File: config.mk
export PLATFORM = sky130hd
export DESIGN_NAME = byte_stuffed_frame_decoder
export DESIGN_NICKNAME = d
export VERILOG_FILES = /design/src/rtl/bsfd_pkg.sv /design/src/rtl/bsfd_ram.sv /design/src/rtl/bsfd_rx.sv /design/src/rtl/bsfd_tx.sv /design/src/rtl/byte_stuffed_frame_decoder.sv
export VERILOG_INCLUDE_DIRS = /design/src /design/src/rtl
export SDC_FILE = /design/constraint.sdc
export NUM_CORES = 1
export LEC_CHECK = 0
export BUFFER_PORTS_ARGS = -buffer_cell sky130_fd_sc_hd__buf_2
export CELL_PAD_IN_SITES_DETAIL_PLACEMENT = 1
export CELL_PAD_IN_SITES_GLOBAL_PLACEMENT = 2
export CORE_MARGIN = 2
export CORE_UTILIZATION = 50
export CTS_CLUSTER_SIZE = 24
export DETAILED_ROUTE_END_ITERATION = 10
export GPL_TIMING_DRIVEN = 0
export HOLD_SLACK_MARGIN = 0.05
export PLACE_DENSITY_LB_ADDON = 0.25
export SLEW_MARGIN = 5
export SYNTH_ARGS = -nofsm -noshare
export SYNTH_HDL_FRONTEND = slang
export SYNTH_SLANG_ARGS = --single-unit
File: constraint.sdc
create_clock -name clk -period 4.3 [get_ports clk]
set_clock_uncertainty 0.15 [all_clocks]
set_input_delay 1.075 -clock clk [delete_from_list [all_inputs] [get_ports clk]]
set_output_delay 1.075 -clock clk [all_outputs]
set_load 0.01 [all_outputs]
File: src/rtl/assert_macros.svh
// assertion helpers used by the rtl
`ifndef ASSERT_MACROS_SVH
`define ASSERT_MACROS_SVH

`ifndef ASSERT_OFF

// same-cycle implication
`define ASSERT_IMP(label, clk, rst_n, ante, cons) \
	label: assert property (@(posedge clk) disable iff (!rst_n) (ante) |-> (cons)) \
		else $error("assertion failed");

// next-cycle implication
`define ASSERT_NXT(label, clk, rst_n, ante, cons) \
	label: assert property (@(posedge clk) disable iff (!rst_n) (ante) |=> (cons)) \
		else $error("assertion failed");

`else

`define ASSERT_IMP(label, clk, rst_n, ante, cons)
`define ASSERT_NXT(label, clk, rst_n, ante, cons)

`endif

`endif

File: src/rtl/bsfd_pkg.sv
package bsfd_pkg;

	// link control codes
	localparam logic [7:0] CODE_START  = 8'h00;
	localparam logic [7:0] CODE_ESCAPE = 8'h01;
	localparam logic [7:0] CODE_STOP   = 8'h02;
	localparam logic [7:0] ESC_OFFSET  = 8'h03;

	// width of the frame length field
	localparam int LEN_W = 6;

	typedef enum logic [1:0] {
		KIND_START,
		KIND_ESCAPE,
		KIND_STOP,
		KIND_DATA
	} byte_kind_t;

	typedef enum logic {
		RX_IDLE,
		RX_FRAME
	} rx_state_t;

	// frame close event from receiver to read-out sequencer
	typedef struct packed {
		logic             fire;
		logic [LEN_W-1:0] len;
	} close_t;

	function automatic byte_kind_t classify(input logic [7:0] b);
		byte_kind_t k;
		unique case (b)
			CODE_START:  k = KIND_START;
			CODE_ESCAPE: k = KIND_ESCAPE;
			CODE_STOP:   k = KIND_STOP;
			default:     k = KIND_DATA;
		endcase
		return k;
	endfunction

endpackage

File: src/rtl/bsfd_ram.sv
module bsfd_ram #(
	parameter int WIDTH = 8,
	parameter int DEPTH = 64
) (
	input  logic                     clk,
	input  logic                     wr_en,
	input  logic [$clog2(DEPTH)-1:0] wr_addr,
	input  logic [WIDTH-1:0]         wr_data,
	input  logic                     rd_en,
	input  logic [$clog2(DEPTH)-1:0] rd_addr,
	output logic [WIDTH-1:0]         rd_data
);

	logic [WIDTH-1:0] mem_q [DEPTH];

	// single write port, registered read port
	always_ff @(posedge clk) begin
		if (wr_en) begin
			mem_q[wr_addr] <= wr_data;
		end
		if (rd_en) begin
			rd_data <= mem_q[rd_addr];
		end
	end

endmodule

File: src/rtl/bsfd_rx.sv
module bsfd_rx #(
	parameter int DEPTH = 64
) (
	input  logic                     clk,
	input  logic                     arst_n,
	input  logic                     in_valid,
	output logic                     in_ready,
	input  logic [7:0]               in_byte,
	input  logic                     busy,
	output logic                     wr_en,
	output logic [$clog2(DEPTH)-1:0] wr_addr,
	output logic [7:0]               wr_data,
	output bsfd_pkg::close_t         close
);

	import bsfd_pkg::*;

	localparam int CW = $clog2(DEPTH);
	localparam logic [CW-1:0] LAST_SLOT = CW'(DEPTH - 1);

	rx_state_t     state_q, state_d;
	logic          escape_q;
	logic [CW-1:0] count_q;
	logic          accept;
	byte_kind_t    kind;
	logic          full;

	assign in_ready = !busy;
	assign accept   = in_valid && in_ready;
	assign kind     = classify(in_byte);
	assign full     = (count_q == LAST_SLOT);

	// next state
	always_comb begin
		state_d = state_q;
		if (accept) begin
			unique case (state_q)
				RX_IDLE: begin
					if (kind == KIND_START) state_d = RX_FRAME;
				end
				RX_FRAME: begin
					unique case (kind) inside
						KIND_START, KIND_ESCAPE: state_d = RX_FRAME;
						KIND_STOP:               state_d = RX_IDLE;
						default:                 state_d = full ? RX_IDLE : RX_FRAME;
					endcase
				end
				default: state_d = RX_IDLE;
			endcase
		end
	end

	// buffer write and frame close
	always_comb begin
		wr_en      = 1'b0;
		close.fire = 1'b0;
		close.len  = LEN_W'(count_q);
		unique case (state_q)
			RX_FRAME: begin
				wr_en      = accept && (kind == KIND_DATA);
				close.fire = accept && (kind == KIND_STOP) && (count_q != '0);
			end
			default: begin
				wr_en      = 1'b0;
				close.fire = 1'b0;
			end
		endcase
	end

	assign wr_addr   = count_q;
	assign wr_data   = escape_q ? (in_byte - ESC_OFFSET) : in_byte;

	// frame state
	always_ff @(posedge clk or negedge arst_n) begin
		if (!arst_n) begin
			state_q  <= RX_IDLE;
			escape_q <= 1'b0;
			count_q  <= '0;
		end else begin
			state_q <= state_d;
			if (accept) begin
				if (kind == KIND_START) begin
					escape_q <= 1'b0;
					count_q  <= '0;
				end else if (state_q == RX_FRAME) begin
					case (kind)
						KIND_ESCAPE: escape_q <= 1'b1;
						KIND_STOP: begin
							escape_q <= 1'b0;
							count_q  <= '0;
						end
						default: begin
							escape_q <= 1'b0;
							count_q  <= full ? '0 : count_q + 1'b1;
						end
					endcase
				end
			end
		end
	end

endmodule

File: src/rtl/bsfd_tx.sv
module bsfd_tx #(
	parameter int DEPTH = 64
) (
	input  logic                       clk,
	input  logic                       arst_n,
	input  bsfd_pkg::close_t           close,
	output logic                       busy,
	output logic                       rd_en,
	output logic [$clog2(DEPTH)-1:0]   rd_addr,
	input  logic [7:0]                 rd_data,
	output logic                       out_valid,
	input  logic                       out_ready,
	output logic [7:0]                 out_byte,
	output logic                       last_byte,
	output logic [bsfd_pkg::LEN_W-1:0] frame_length
);

	import bsfd_pkg::*;

	localparam int CW = $clog2(DEPTH);

	logic          drain_q;
	logic [CW-1:0] ptr_q;
	logic [CW-1:0] len_q;
	logic          rd_s1;
	logic          last_s1;
	logic          out_valid_q;
	logic          out_fire;
	logic          is_last;

	assign busy      = drain_q;
	assign out_valid = out_valid_q;
	assign out_fire  = out_valid_q && out_ready;
	assign is_last   = (ptr_q == len_q - 1'b1);

	// one read in flight, only when the output register is free next cycle
	assign rd_en   = drain_q && !rd_s1 && (!out_valid_q || out_fire);
	assign rd_addr = ptr_q;

	// read-out sequencer
	always_ff @(posedge clk or negedge arst_n) begin
		if (!arst_n) begin
			drain_q <= 1'b0;
			ptr_q   <= '0;
			len_q   <= '0;
			rd_s1   <= 1'b0;
			last_s1 <= 1'b0;
		end else begin
			rd_s1 <= rd_en;
			if (close.fire) begin
				drain_q <= 1'b1;
				ptr_q   <= '0;
				len_q   <= CW'(close.len);
			end else if (rd_en) begin
				ptr_q   <= ptr_q + 1'b1;
				last_s1 <= is_last;
				if (is_last) drain_q <= 1'b0;
			end
		end
	end

	// output register
	always_ff @(posedge clk or negedge arst_n) begin
		if (!arst_n) begin
			out_valid_q <= 1'b0;
		end else if (rd_s1) begin
			out_valid_q <= 1'b1;
		end else if (out_fire) begin
			out_valid_q <= 1'b0;
		end
	end

	always_ff @(posedge clk) begin
		if (rd_s1) begin
			out_byte     <= rd_data;
			last_byte    <= last_s1;
			frame_length <= LEN_W'(len_q);
		end
	end

endmodule

File: src/rtl/byte_stuffed_frame_decoder.sv
// channel   direction  payload                              handshake
// in        input      in_byte                              in_valid / in_ready
// out       output     out_byte, last_byte, frame_length    out_valid / out_ready
//
// one input item per cycle while a frame is being received
// on a non-empty stop item input is held off while the frame is read back from the
// buffer ram; a new read waits for the single read in flight and for a free output register
// the frame payload lives in one BUF_DEPTH x 8 ram, written at the fill count
// arst_n clears frame state, fill count and output valid; the ram needs no clearing
// a stalled output holds its item; input reopens once the last read is issued
`include "assert_macros.svh"

module byte_stuffed_frame_decoder #(
	parameter int BUF_DEPTH = 64
) (
	input  logic                       clk,
	input  logic                       arst_n,
	input  logic                       in_valid,
	output logic                       in_ready,
	input  logic [7:0]                 in_byte,
	output logic                       out_valid,
	input  logic                       out_ready,
	output logic [7:0]                 out_byte,
	output logic                       last_byte,
	output logic [bsfd_pkg::LEN_W-1:0] frame_length
);

	import bsfd_pkg::*;

	localparam int AW = $clog2(BUF_DEPTH);

	logic          busy;
	logic          wr_en;
	logic [AW-1:0] wr_addr;
	logic [7:0]    wr_data;
	logic          rd_en;
	logic [AW-1:0] rd_addr;
	logic [7:0]    rd_data;
	close_t        close;

	// receive side: unstuffing and buffer fill
	bsfd_rx #(.DEPTH(BUF_DEPTH)) u_rx (
		.clk      (clk),
		.arst_n   (arst_n),
		.in_valid (in_valid),
		.in_ready (in_ready),
		.in_byte  (in_byte),
		.busy     (busy),
		.wr_en    (wr_en),
		.wr_addr  (wr_addr),
		.wr_data  (wr_data),
		.close    (close)
	);

	// payload buffer
	bsfd_ram #(.WIDTH(8), .DEPTH(BUF_DEPTH)) u_ram (
		.clk     (clk),
		.wr_en   (wr_en),
		.wr_addr (wr_addr),
		.wr_data (wr_data),
		.rd_en   (rd_en),
		.rd_addr (rd_addr),
		.rd_data (rd_data)
	);

	// frame read-out
	bsfd_tx #(.DEPTH(BUF_DEPTH)) u_tx (
		.clk          (clk),
		.arst_n       (arst_n),
		.close        (close),
		.busy         (busy),
		.rd_en        (rd_en),
		.rd_addr      (rd_addr),
		.rd_data      (rd_data),
		.out_valid    (out_valid),
		.out_ready    (out_ready),
		.out_byte     (out_byte),
		.last_byte    (last_byte),
		.frame_length (frame_length)
	);

	// checks
	`ASSERT_IMP(a_no_write_in_drain, clk, arst_n, wr_en, !busy)
	`ASSERT_NXT(a_close_starts_drain, clk, arst_n, close.fire, busy)
	`ASSERT_IMP(a_len_nonzero, clk, arst_n, out_valid, frame_length != '0)

endmodule

# ---- Yosys cells after proc, flatten, opt, wreduce, memory -nomap -nowiden
# Memories as Yosys holds them, arrays and structs flattened. A register that Yosys moved wholly into a read port is not among the register bits.
# Index checks and enable logic that the tools add are counted.
dict set report op_classes {
  n_lt_le_gt_ge 0
  n_eq_ne 8
  n_mux 24
  add_sub_neg 4
  n_bitwise 2
  n_reduce_logical 23
  n_shift 0
  mul 0
  n_div 0
}
# op count
set ops {}
lappend ops {{two-way mux 6 bit} 5}
lappend ops {{two-way mux 1 bit} 14}
lappend ops {{adder 6 x 1 -> 6 bit, second input constant} 2}
lappend ops {{one-hot mux 6 bit (2 select lines)} 1}
lappend ops {{== test 8 x 1 -> 1 bit, second input constant} 1}
lappend ops {{== test 8 x 2 -> 1 bit, second input constant} 1}
lappend ops {{zero test 8 bit} 1}
lappend ops {{two-way mux 8 bit} 1}
lappend ops {{nonzero test 2 bit} 4}
lappend ops {{subtractor 8 x 2 -> 8 bit, second input constant} 1}
lappend ops {{logical AND 1 bit} 7}
lappend ops {{== test 6 bit} 1}
lappend ops {{== test 6 bit, second input constant} 1}
lappend ops {{one-hot mux 2 bit (3 select lines)} 1}
lappend ops {{AND reduction 2 bit} 3}
lappend ops {{nonzero test 6 bit} 1}
lappend ops {{subtractor 6 x 1 -> 6 bit, second input constant} 1}
lappend ops {{== test 2 bit, second input constant} 2}
lappend ops {{one-hot mux 1 bit (2 select lines)} 2}
lappend ops {{zero test 1 bit} 3}
lappend ops {{AND reduction 3 bit} 1}
lappend ops {{== test 2 x 1 -> 1 bit, second input constant} 1}
lappend ops {{zero test 2 bit} 1}
lappend ops {{inequality test 2 bit, second input constant} 1}
lappend ops {{3 further kinds} 4}
dict set report totals {
  romBits 0
  n_memories 1
  out_inout_bits 17
  latch_bits 0
  mem_bits_rw 512
  inputBits 12
  ff_bits 39
}
# name depth width read_ports rd_ports_with_merged_regs wr line
set memory_table {}
lappend memory_table {u_ram.mem_q 64 8 1 1 1 bsfd_ram.sv:14} ;# logic [WIDTH-1:0] mem_q [DEPTH];

# ---- Longest topological paths before layout
# Gate-level depths: netlist of run 1.
dict set report depth {
  depth_word 8
  depth_mapped 9
  depth_no_buf 7
}

# ---- Cells and area by module
# From an unflattened synthesis of run 1, not the netlist that was laid out.
dict set report hier_totals {
  hier_cells 1129
  area_unflattened_um2 22293.9
}
# mod cells_each seq_area_each_um2 area_each_um2 instances
set by_module_without_submodules {}
lappend by_module_without_submodules {bsfd_ram 940 15615.0 20246.9 1}
lappend by_module_without_submodules {bsfd_tx 99 850.8 1313.8 1}
lappend by_module_without_submodules {bsfd_rx 90 200.2 733.2 1}

# ---- Least setup slack after synthesis of run 1
# OpenSTA, ideal clock, no wires.
dict set report synth_timing {
  kind {input to register}
  startpoint {in in_byte[0]}
  endpoint {mem u_ram.mem_q[0][2], data pin}
  arrival_ps 3841
  setup_slack_ps -393
  cell_stages 2
  n_path_buf 0
  cell_sequence {ha_1 > o21ai_0}
}
dict set report synth_via {
  elab_chain_cells 2
}
# item line
set synth_lines {}
lappend synth_lines {{from (decl)} byte_stuffed_frame_decoder.sv:20} ;# input logic [7:0] in_byte,
lappend synth_lines {{subtractor 8 x 2 -> 8 bit} bsfd_rx.sv:71} ;# assign wr_data = escape_q ? (in_byte - ESC_OFFSET) : in_byte;
lappend synth_lines {{two-way mux 8 bit} bsfd_rx.sv:71}
lappend synth_lines {{via u_ram.wr_data[2]} bsfd_ram.sv:8} ;# input logic [WIDTH-1:0] wr_data,
lappend synth_lines {{to (decl)} bsfd_ram.sv:14}
# The timed path passes the listed nets, and every way through them passes these cells.

==> run_results.csv, run 1 <==
group,metric,value,unit
logic_synthesis,synth_edf_count,535,
clock_network,ctsHoldBuffers,0,
detailed_routing,avgViaCountPerCell,6.179,
logic_synthesis,synthXorXnorAreaFrac,0.7546,%
pwr,total_power,12.44,mW
detailed_routing,wl_per_cell,31.32,um
sta,rsz0062_at_grt,"false",
clock_network,cts_tree,"built",
finish,nNetsFinal,1199,
detailed_routing,drt_wl_total,56500,um
floorplanning,die_h,214.0,um
grt,grt_antenna_before_repair,2,
logic_synthesis,seq_area_frac_synth,75.57,%
finish,layout_common_cells,"edfxtp_1 (535), mux4_2 (140), nor2_1 (88), clkbuf_16 (57), buf_2 (42)",
clock_network,root_buffer,"clkbuf_16",
floorplanning,dieWidth,214.0,um
grt,grt_overflow,0,
clock_network,clk_latency,600,ps
clock_network,cts_max_level,2,
detailed_routing,drt_iter0_markers,1514,
place,portBuffers,28,
clock_network,cts_buffer_depth,3,
clock_network,numCtsBuffers,56,
pwr,power_switching,2.933,mW
sta,tightestPinTransition,1209,ps
finish,syn2layout_area_growth,13.80,%
detailed_routing,vias,11150,
logic_synthesis,synth_mux_area_share,15.47,%
floorplanning,num_io_pins,29,
clock_network,clk_pin_slew_worst_paths,60,ps
logic_synthesis,yosys.area_share.adder,0.4539,%
grt,grt_pass1_wl,81990,um
logic_synthesis,synth.net_count,1097,
floorplanning,dieArea,45800,sq um
pwr,cellLeakagePower,7.986,nW
sta,hold_violations,0,
worst_setup_path,cp_max_fo,10,
place,routabilityCongestion,0.8398,
worst_setup_path,cp.required,4500,ps
logic_synthesis,yosysWarnings,0,
logic_synthesis,synth_top_family_by_area,"multiplexers",
grt,gr-usage-all-layers,25.24,%
clock_network,postCtsSetupBuffers,0,
logic_synthesis,synth_compound_area_share,2.184,%
sta,maxSlewViolCount,0,
sta,slew_headroom,19.42,%
logic_synthesis,synth.area.top_cells,"edfxtp_1 (73%), mux4_2 (14%), dfrtp_1 (2.7%)",
logic_synthesis,synth-seq-cells,559,
grt,grt_max_degree,37,
pwr,clockPowerShare,38.2,%
finish,drive_gt1_share,25.21,%
clock_network,cts.sinks,559,
detailed_routing,drc,0,
logic_synthesis,synth.avg_cell_area,20.48,sq um
pwr,seqPwrFrac,51.0,%
finish,final_util,58.00,%
status,status,"completed",
worst_setup_path,cp.arrival,3920,ps
sta,setup_violations,0,
worst_setup_path,crit_type,"flop to flop",
logic_synthesis,synth_cell_types,58,
detailed_routing,dr.pass1.iters,5,
worst_setup_path,startpoint_type,"flop",
floorplanning,rows,76,
place,dp_hpwl,37610,um
logic_synthesis,ys.flop_type,"edfxtp_1",
grt,grt_pass1_vias,11740,
sta,fin_crit_sh,86.54,%
sta,period_needed,3721,ps
clock_network,cts.repair.resized,0,
sta,max_freq,268.7,MHz
logic_synthesis,synth_top_area_cell,"edfxtp_1",
floorplanning,coreArea,43270,sq um
pwr,sw_frac_of_total,23.58,%
finish,layout_commonest_cell,"edfxtp_1",
detailed_routing,postRouteAntennaNets,0,
run,cap_viol_max_count,0,
pwr,powerDensity,495.5,nW/um^2
pwr,peakVddDrop,459.9,uV
pwr,comb_power_share,10.8,%
logic_synthesis,yosys.area_share.simple,3.938,%
logic_synthesis,syn_inst,1077,
logic_synthesis,synth_top_area_share,72.85,%
pwr,intPower,9.503,mW
worst_hold_path,hold_class,"flop to flop",
floorplanning,initial_core_util,50.97,%
logic_synthesis,netlist_area,22050,sq um
worst_setup_path,critPathCaptureType,"flop",
logic_synthesis,asyncSetResetFlopFracSynth,4.293,%
-- worst max-delay path, stage by stage, from the launching register on --
cell and delay (ps):
dfrtp_1 420, buf_2 320, buf_2 440, buf_1 730
buf_2 480, mux2i_1 350, mux2i_1 160, o21ai_0 300
nand2_1 100
-- Yosys cell counts, types with 2 or more instances --
cell type	count
o21ai_0	16
or4_1	2
mux2i_1	19
o311ai_0	2
nand3_1	25
nor4b_1	2
nand2_1	37
nand3b_1	4
buf_1	7
o22ai_1	12
mux4_2	140
xor2_1	11
or3b_2	3
buf_2	14
inv_1	13
buf_6	5
o221ai_1	4
a31oi_1	2
edfxtp_1	535
clkbuf_1	20
xnor2_1	8
a21oi_1	6
o31a_1	2
ha_1	8
o2111ai_1	2
or3_1	7
dfrtp_1	24
nor2_1	88
o21ai_1	2
nor3_1	3
mux2_2	6
buf_4	9
a22oi_1	8
nor2b_1	6
a22o_1	2
-- path summary, 6_finish.rpt --
path / slack [ps] / start / cells after the start / endpoint
setup / recovery: 580 / u_tx.rd_addr[1] / 8 / u_ram.rd_data[1]
hold / removal: 270 / u_ram.rd_data[6] / 0 / u_tx.out_byte[6]
setup reg to reg: 580 / u_tx.rd_addr[1] / 8 / u_ram.rd_data[1]
hold reg to reg: 270 / u_ram.rd_data[6] / 0 / u_tx.out_byte[6]
max in group asynchronous: 3300 / arst_n / 1 / u_tx.rd_addr[4]
min in group asynchronous: 310 / arst_n / 1 / u_rx.state_q
-- cell families (layout without fill, tap and decap cells) --
group	Yosys count	count (layout)
DFF	559	559
muxes	165	165
xor gates and xnor gates	19	19
other	0	1
adders and majority gates	8	8
buffers and inverters	69	210
and+or+nand+nor	187	187
AOI/OAI and AO/OA	70	70
-- per-layer routing --
metal	global-route usage, %	part of all wire (%)	vias to the layer above
li1	-	-	4626
met1	34.16	40	5965
met2	40.70	49	452
met3	6.043	7.8	104
met4	8.555	3.3	0
met5	0	0	-
-- final cells by class --
| cell class | instances | area [sq um] |
|---|---|---|
| fillers | 3680 | 18170 |
| well taps | 585 | 732.0 |
| multi-input cells | 449 | 5140 |
| plain buffers | 56 | 310.3 |
| flip-flops and latches | 559 | 16670 |
| diodes | 1 | 2.502 |
| repair buffers | 44 | 445.4 |
| inverters | 13 | 48.80 |
| clock buffers | 72 | 1483 |
| clock inverters | 25 | 269.0 |
-- power by group through the flow --
stage                     clock [mW]  sequential [mW]  combinational [mW]
after floorplan                    0             6.48               0.658
after global placement             0             6.54                1.13
after detailed placement           0             6.45                1.35
after CTS                       4.81             6.34                1.35
after global routing            5.01             6.34                1.43
final                           4.75             6.34                1.35
-- sequential cells by signal, summed over array words and instances (netlist names) --
name / flops
u_tx.busy: 1
u_ram.mem_q: 512
u_tx.len_q: 6
u_tx.last_byte: 1
u_tx.rd_s1: 1
u_rx.escape_q: 1
u_tx.out_byte: 8
u_rx.wr_addr: 6
u_tx.rd_addr: 6
u_tx.frame_length: 6
u_rx.state_q: 1
u_ram.rd_data: 8
u_tx.out_valid: 1
u_tx.last_s1: 1
-- stage by stage --
step | TNS (ps) | setup WS (ps) | instance area, sq um | std cells | hold slack (ps)
2_1_floorplan | 0 | 114.0 | 22050 | 1077 | 250.3
3_3_place_gp | -886310 | -2411 | 22920 | 1690 | 252.4
3_5_place_dp | 0 | 148.7 | 23340 | 1706 | 259.1
4_1_cts | 0 | 585.6 | 25090 | 1803 | 274.3
5_1_grt | 0 | 532.9 | 25090 | 1803 | 280.2
6_report | 0 | 578.9 | 25100 | 1804 | 268.0
(Power assumes the default switching activity.)
==> inputs of run 2 (changes only) <==
--- a/config.mk
+++ b/config.mk
@@ -7,14 +7,15 @@
 export NUM_CORES = 1
 export LEC_CHECK = 0
 export BUFFER_PORTS_ARGS = -buffer_cell sky130_fd_sc_hd__buf_2
-export CELL_PAD_IN_SITES_DETAIL_PLACEMENT = 1
-export CELL_PAD_IN_SITES_GLOBAL_PLACEMENT = 2
+export CELL_PAD_IN_SITES_DETAIL_PLACEMENT = 0
+export CELL_PAD_IN_SITES_GLOBAL_PLACEMENT = 1
 export CORE_MARGIN = 2
 export CORE_UTILIZATION = 50
 export CTS_CLUSTER_SIZE = 24
 export DETAILED_ROUTE_END_ITERATION = 10
 export GPL_TIMING_DRIVEN = 0
 export HOLD_SLACK_MARGIN = 0.05
+export MAX_ROUTING_LAYER = met4
 export PLACE_DENSITY_LB_ADDON = 0.25
 export SLEW_MARGIN = 5
 export SYNTH_ARGS = -nofsm -noshare
==> run 2 against run 1 <==
Against the previous run: cell count up 0.17%; maximum frequency up 4.0%; critical path depth unchanged; global-route usage down 1.0 points; register-to-register slack better by 240 ps; routed wire length down 6.8%; total power down 0.62%; first-iteration DRC count down 20%.
==> run_results.csv, run 2 (synthesis results as in run 1) <==
group,metric,value,unit
detailed_routing,wl_per_cell,29.14,um
finish,regMostFlops,"u_ram.mem_q",
detailed_routing,route.met3.wl,4577,um
detailed_routing,vias,11020,
status,status,"completed",
clock_network,numCtsBuffers,56,
grt,grt_antenna_before_repair,0,
place,portBuffers,28,
floorplanning,coreArea,43270,sq um
grt,grt_max_degree,41,
clock_network,root_buffer,"clkbuf_16",
clock_network,cts_max_level,2,
place,routabilityCongestion,0.8844,
worst_setup_path,r2r_setup_slack,820,ps
worst_setup_path,cp.arrival,3650,ps
worst_setup_path,cpPeakStageDelay,850,ps
worst_setup_path,reg2reg_from,"u_tx.rd_addr[2]",
place,dp_hpwl,35360,um
clock_network,postCtsSetupBuffers,0,
sta,fin_crit_sh,83.25,%
pwr,cellLeakagePower,7.959,nW
floorplanning,die_h,214.0,um
clock_network,cts.repair.resized,0,
clock_network,cts.sinks,559,
worst_setup_path,crit_end,"u_ram.mem_q[25][2]",
sta,slew_headroom,25.65,%
worst_setup_path,path_cells,"buf_2 -> inv_1 -> ha_1 -> or3_1 -> o2111ai_1 -> and4b_1 -> nand3_1 -> nor2_1",
worst_setup_path,reg2reg_depth,8,
finish,antennaDiodeCount,0,
grt,grt_overflow,0,
pwr,powerDensity,493.6,nW/um^2
floorplanning,dieArea,45800,sq um
finish,final_area,25040,sq um
grt,grt_pass1_vias,11150,
finish,largestRegisters,"u_ram.mem_q: 512 flops, u_ram.rd_data: 8 flops, u_tx.out_byte: 8 flops",
sta,hold_violations,0,
detailed_routing,drt_iter0_markers,1207,
worst_setup_path,crit_type,"primary input to flop",
sta,maxSlewViolCount,0,
sta,tightestPinTransition,1115,ps
sta,period_needed,3580,ps
floorplanning,initial_core_util,50.97,%
floorplanning,rows,76,
finish,fillers,3215,
worst_hold_path,hold_class,"flop to flop",
detailed_routing,drc,0,
finish,multi_input_area,5140,sq um
detailed_routing,dr.pass1.iters,5,
worst_setup_path,startpoint_type,"primary input",
floorplanning,dieWidth,214.0,um
finish,syn2layout_area_growth,13.54,%
worst_setup_path,slowest_stage,"nor2_1",
finish,nNetsFinal,1196,
sta,rsz0062_at_grt,"false",
detailed_routing,avgViaCountPerCell,6.099,
worst_setup_path,cp.required,4370,ps
finish,seq_area,16670,sq um
place,placedInstanceArea,23260,sq um
worst_hold_path,min_delay_path_depth,0,
clock_network,cts_buffer_depth,3,
detailed_routing,routed-wl-met2,24700,um
worst_setup_path,cp_max_fo,8,
detailed_routing,drt_wl_total,52660,um
clock_network,cts_tree,"built",
worst_setup_path,critPathCaptureType,"flop",
grt,grt_pass1_wl,76750,um
grt,gr-usage-all-layers,24.22,%
pwr,peakVddDrop,478.2,uV
detailed_routing,wl_met1,22290,um
clock_network,clk_pin_slew_worst_paths,60,ps
clock_network,ctsHoldBuffers,0,
finish,drive_gt1_share,25.20,%
sta,setup_violations,0,
detailed_routing,top_layer,"met4",
detailed_routing,postRouteAntennaNets,0,
sta,max_freq,279.4,MHz
sta,hold_slack,270.8,ps
finish,layout_common_cells,"edfxtp_1 (535), mux4_2 (140), nor2_1 (88), clkbuf_16 (57), buf_2 (42)",
finish,largest_reg_flops,512,
finish,layout_commonest_cell,"edfxtp_1",
run,cap_viol_max_count,0,
finish,final_util,57.87,%
worst_setup_path,startpoint,"in_byte[0]",
worst_setup_path,worstReg2RegEnd,"u_ram.rd_data[4]",
clock_network,clk_latency,610,ps
floorplanning,num_io_pins,29,
==> run 2: per-stage QoR <==
step | instances | power [mW] | worst slack, ps | TNS, ps
floorplan | 1077 | 7.134 | 114.0 | 0
CTS | 1807 | 12.42 | 702.1 | 0
detailed placement | 1703 | 7.727 | 67.71 | 0
global placement | 1690 | 7.646 | -2205 | -847340
global route | 1807 | 12.71 | 558.7 | 0
finish | 1807 | 12.36 | 720.3 | 0
==> run 2: how the worst min path moves through the flow <==
| stage | from | end | slack (ps) |
|---|---|---|---|
| after detailed placement | u_ram.rd_data[7] | u_tx.out_byte[7] | 250 |
| after global placement | u_ram.rd_data[7] | u_tx.out_byte[7] | 250 |
| after floorplan | u_ram.rd_data[0] | u_tx.out_byte[0] | 250 |
| final | u_ram.rd_data[4] | u_tx.out_byte[4] | 270 |
| after CTS | u_ram.rd_data[6] | u_tx.out_byte[6] | 270 |
| after global routing | u_ram.rd_data[4] | u_tx.out_byte[4] | 270 |
==> run 2: worst max-delay path, delay by kind of cell <==
family	cells	cell delay (ps)
and+or+nand+nor	4	1900
adders and majority gates	1	290
AOI/OAI and AO/OA	1	120
buffers and inverters	2	260
==> run 2: per-layer routing <==
metal  GRT usage [%]  vias to the layer above
met2           35.83                      466
met1           34.30                     5851
met5               -                        -
met4           6.760                        0
li1                -                     4624
met3           5.475                       79
==> run 2: cell type report <==
class                   instances  area share, %
flip-flops and latches        559          66.56
well taps                     585          2.923
multi-input cells             449          20.53
clock buffers                  69          5.877
inverters                      13         0.1949
clock inverters                35          1.214
repair buffers                 41          1.459
plain buffers                  56          1.239
==> run 2: power by group <==
group / leakage (nW) / switching [mW] / internal, mW
Combinational: 1.98 / 0.887 / 0.386
Clock: 0.861 / 2.02 / 2.73
Sequential: 5.12 / 0.0353 / 6.31
Total: 7.96 / 2.94 / 9.42
==> inputs of run 3 (changes only) <==
==> constraint.sdc (replaced) <==
create_clock -name clk -period 3.1 [get_ports clk]
set_clock_uncertainty 0.15 [all_clocks]
set_input_delay 0.775 -clock clk [delete_from_list [all_inputs] [get_ports clk]]
set_output_delay 0.775 -clock clk [all_outputs]
set_load 0.01 [all_outputs]
==> run 3 against run 2 <==
Against the previous run: the run now ends with negative setup slack left; total power up 40%; flip-flop and latch count is the same; count of clock-buffer cells in the layout down 1; routed wire length rose by 1.4%; hold slack got worse by 4.6 ps; core utilization is 1.5 points higher; cell count rose by 0.39%; first-iteration DRC count is 4.6% higher.
==> run_results.csv, run 3 (synthesis results as in run 1) <==
group,metric,value,unit
detailed_routing,avgViaCountPerCell,6.134,
finish,largestRegisters,"u_ram.mem_q: 512 flops, u_ram.rd_data: 8 flops, u_tx.out_byte: 8 flops",
finish,drive_gt1_share,32.38,%
finish,layout_commonest_cell,"edfxtp_1",
detailed_routing,wl_per_cell,29.45,um
sta,maxSlewViolCount,0,
floorplanning,num_io_pins,29,
worst_setup_path,crit_end,"u_ram.mem_q[7][6]",
finish,fillers,3127,
pwr,powerDensity,672.7,nW/um^2
sta,max_freq,312.2,MHz
worst_setup_path,r2r_setup_slack,70,ps
status,failed_checks,"negative setup slack",
finish,seq_area,16670,sq um
place,routabilityCongestion,0.8418,
detailed_routing,top_layer,"met4",
finish,nNetsFinal,1207,
clock_network,numCtsBuffers,55,
sta,period_needed,3203,ps
worst_hold_path,hold_class,"flop to flop",
place,portBuffers,28,
pwr,peakVddDrop,533.1,uV
detailed_routing,drt_iter0_markers,1262,
pwr,comb_power_share,11.0,%
detailed_routing,route.met3.wl,4951,um
worst_setup_path,cpPeakStageDelay,590,ps
pwr,intPower,13.18,mW
clock_network,clk_latency,610,ps
worst_setup_path,path_delay_family,"simple AND/OR/NAND/NOR gates",
worst_setup_path,critPathBufInv,2,
finish,syn2layout_area_growth,16.57,%
run,cap_viol_max_count,0,
sta,worst_slack,-103.3,ps
pwr,cellLeakagePower,8.119,nW
worst_setup_path,cp.depth,8,
clock_network,cts_max_level,2,
detailed_routing,drc,0,
finish,largest_reg_flops,512,
grt,gr-usage-all-layers,24.31,%
clock_network,clk_pin_slew_worst_paths,60,ps
finish,antennaDiodeCount,0,
worst_setup_path,startpoint,"in_byte[0]",
clock_network,cts_buffer_depth,3,
worst_setup_path,startpoint_type,"primary input",
worst_setup_path,critPathCaptureType,"flop",
clock_network,cts.sinks,559,
pwr,clockPowerShare,38.2,%
floorplanning,dieWidth,214.0,um
pwr,seqPwrFrac,50.8,%
sta,rsz0062_at_grt,"true",
grt,grt_max_degree,45,
finish,regMostFlops,"u_ram.mem_q",
sta,hold_slack,266.2,ps
detailed_routing,routed-wl-met2,24520,um
sta,slew_headroom,7.740,%
detailed_routing,drt_wl_total,53420,um
worst_setup_path,cp.arrival,3270,ps
sta,tightestPinTransition,1384,ps
grt,grt_antenna_before_repair,1,
finish,multi_input_area,5465,sq um
worst_setup_path,reg2reg_depth,9,
sta,setup_violations,304,
worst_setup_path,reg2reg_from,"u_tx.rd_addr[0]",
grt,grt_pass1_vias,11010,
floorplanning,coreArea,43270,sq um
grt,grt_overflow,0,
clock_network,cts_tree,"built",
sta,fin_crit_sh,103.3,%
pwr,power_switching,4.117,mW
detailed_routing,dr.pass1.iters,5,
floorplanning,initial_core_util,50.97,%
worst_setup_path,crit_type,"primary input to flop",
floorplanning,rows,76,
clock_network,root_buffer,"clkbuf_16",
worst_setup_path,cp.required,3170,ps
detailed_routing,postRouteAntennaNets,0,
worst_setup_path,worstReg2RegEnd,"u_ram.rd_data[0]",
floorplanning,die_h,214.0,um
detailed_routing,wl_met1,22530,um
grt,grt_pass1_wl,77090,um
worst_setup_path,path_cells,"buf_2 -> inv_1 -> ha_1 -> or3_1 -> o2111ai_1 -> and4b_1 -> nand2_1 -> nor2_2",
detailed_routing,vias,11130,
worst_setup_path,slowest_stage,"nor2_2",
status,status,"finished, violations left",
pwr,sw_frac_of_total,23.81,%
finish,layout_common_cells,"edfxtp_1 (535), mux4_2 (140), clkbuf_16 (57), nor2_2 (42), nand2_1 (37)",
worst_setup_path,cp_max_fo,8,
sta,setup_tns,-12330,ps
sta,hold_violations,0,
place,dp_hpwl,34960,um
floorplanning,dieArea,45800,sq um
-- run 3: cell count changes in the layout (fill, tap and decap cells not counted), moves of 4 or more --
cell      previous run  this run
nor2_2               0        42
clkbuf_2             0         6
clkbuf_1            32        22
buf_12               4        22
nor2_1              88        24
nor2_4               0        22
mux2i_2              0         4
mux2i_1             19        15
inv_6                4         0
buf_2               42        35
clkbuf_4             0         5
-- run 3: power groups by stage --
stage	Combinational [mW]	Sequential [mW]	Clock (mW)
6_report	1.90	8.79	6.60
5_1_grt	2.01	8.80	6.98
4_1_cts	1.84	8.79	6.70
3_5_place_dp	1.81	8.95	0
3_3_place_gp	1.56	9.03	0
2_1_floorplan	0.921	8.97	0
-- run 3: how the worst min path moves through the flow --
stage / start / end / slack [ps] / depth (start not counted)
after global placement: u_ram.rd_data[4] / u_tx.out_byte[4] / 250 / 0
after CTS: u_ram.rd_data[7] / u_tx.out_byte[7] / 270 / 0
after global routing: u_ram.rd_data[2] / u_tx.out_byte[2] / 280 / 0
after floorplan: u_ram.rd_data[0] / u_tx.out_byte[0] / 250 / 0
final: u_ram.rd_data[7] / u_tx.out_byte[7] / 270 / 0
after detailed placement: u_ram.rd_data[1] / u_tx.out_byte[1] / 250 / 0
-- run 3: worst register-to-register path, delay by kind of cell (launching register included) --
kind | cells | cell delay [ps]
AOI/OAI and AO/OA | 1 | 130
muxes | 2 | 960
buffers and inverters | 4 | 920
and+or+nand+nor | 2 | 250
DFF | 1 | 370
-- run 3: per-stage QoR --
stage / std cells / total power, mW / utilization, % / cell area (sq um) / worst slack (ps)
3_3_place_gp: 1690 / 10.59 / 53.09 / 22970 / -2423
2_1_floorplan: 1077 / 9.891 / - / 22100 / -193.8
6_report: 1814 / 17.29 / 59.42 / 25710 / -103.3
4_1_cts: 1799 / 17.33 / 58.16 / 25160 / -241.7
3_5_place_dp: 1699 / 10.76 / 53.75 / 23250 / -872.0
5_1_grt: 1814 / 17.79 / 59.42 / 25710 / -251.1
-- run 3: layout make-up --
type	instances	share of cell area, %
clock buffer	68	5.748
inverter	13	0.2044
multi-input combinational	449	21.26
clock inverter	31	1.149
buffer	56	1.450
sequential	559	64.83
timing repair buffer	53	2.511
tap	585	2.847
-- run 3: repair_timing --
| action | in CTS | in global routing |
|---|---|---|
| gates resized for setup | 51 | 76 |
| hold buffers | 1 | 0 |
| buffers inserted | 0 | 15 |
| pin swaps | 0 | 11 |
| hold endpoints to repair | 24 | 0 |
| setup endpoints to repair | 386 | 511 |
-- run 3: layer usage --
layer  vias to the layer above  GRT usage [%]
met5                         -              -
met4                         0          7.459
met3                       107          6.908
met2                       466          35.41
met1                      5915          33.67
li1                       4639              -
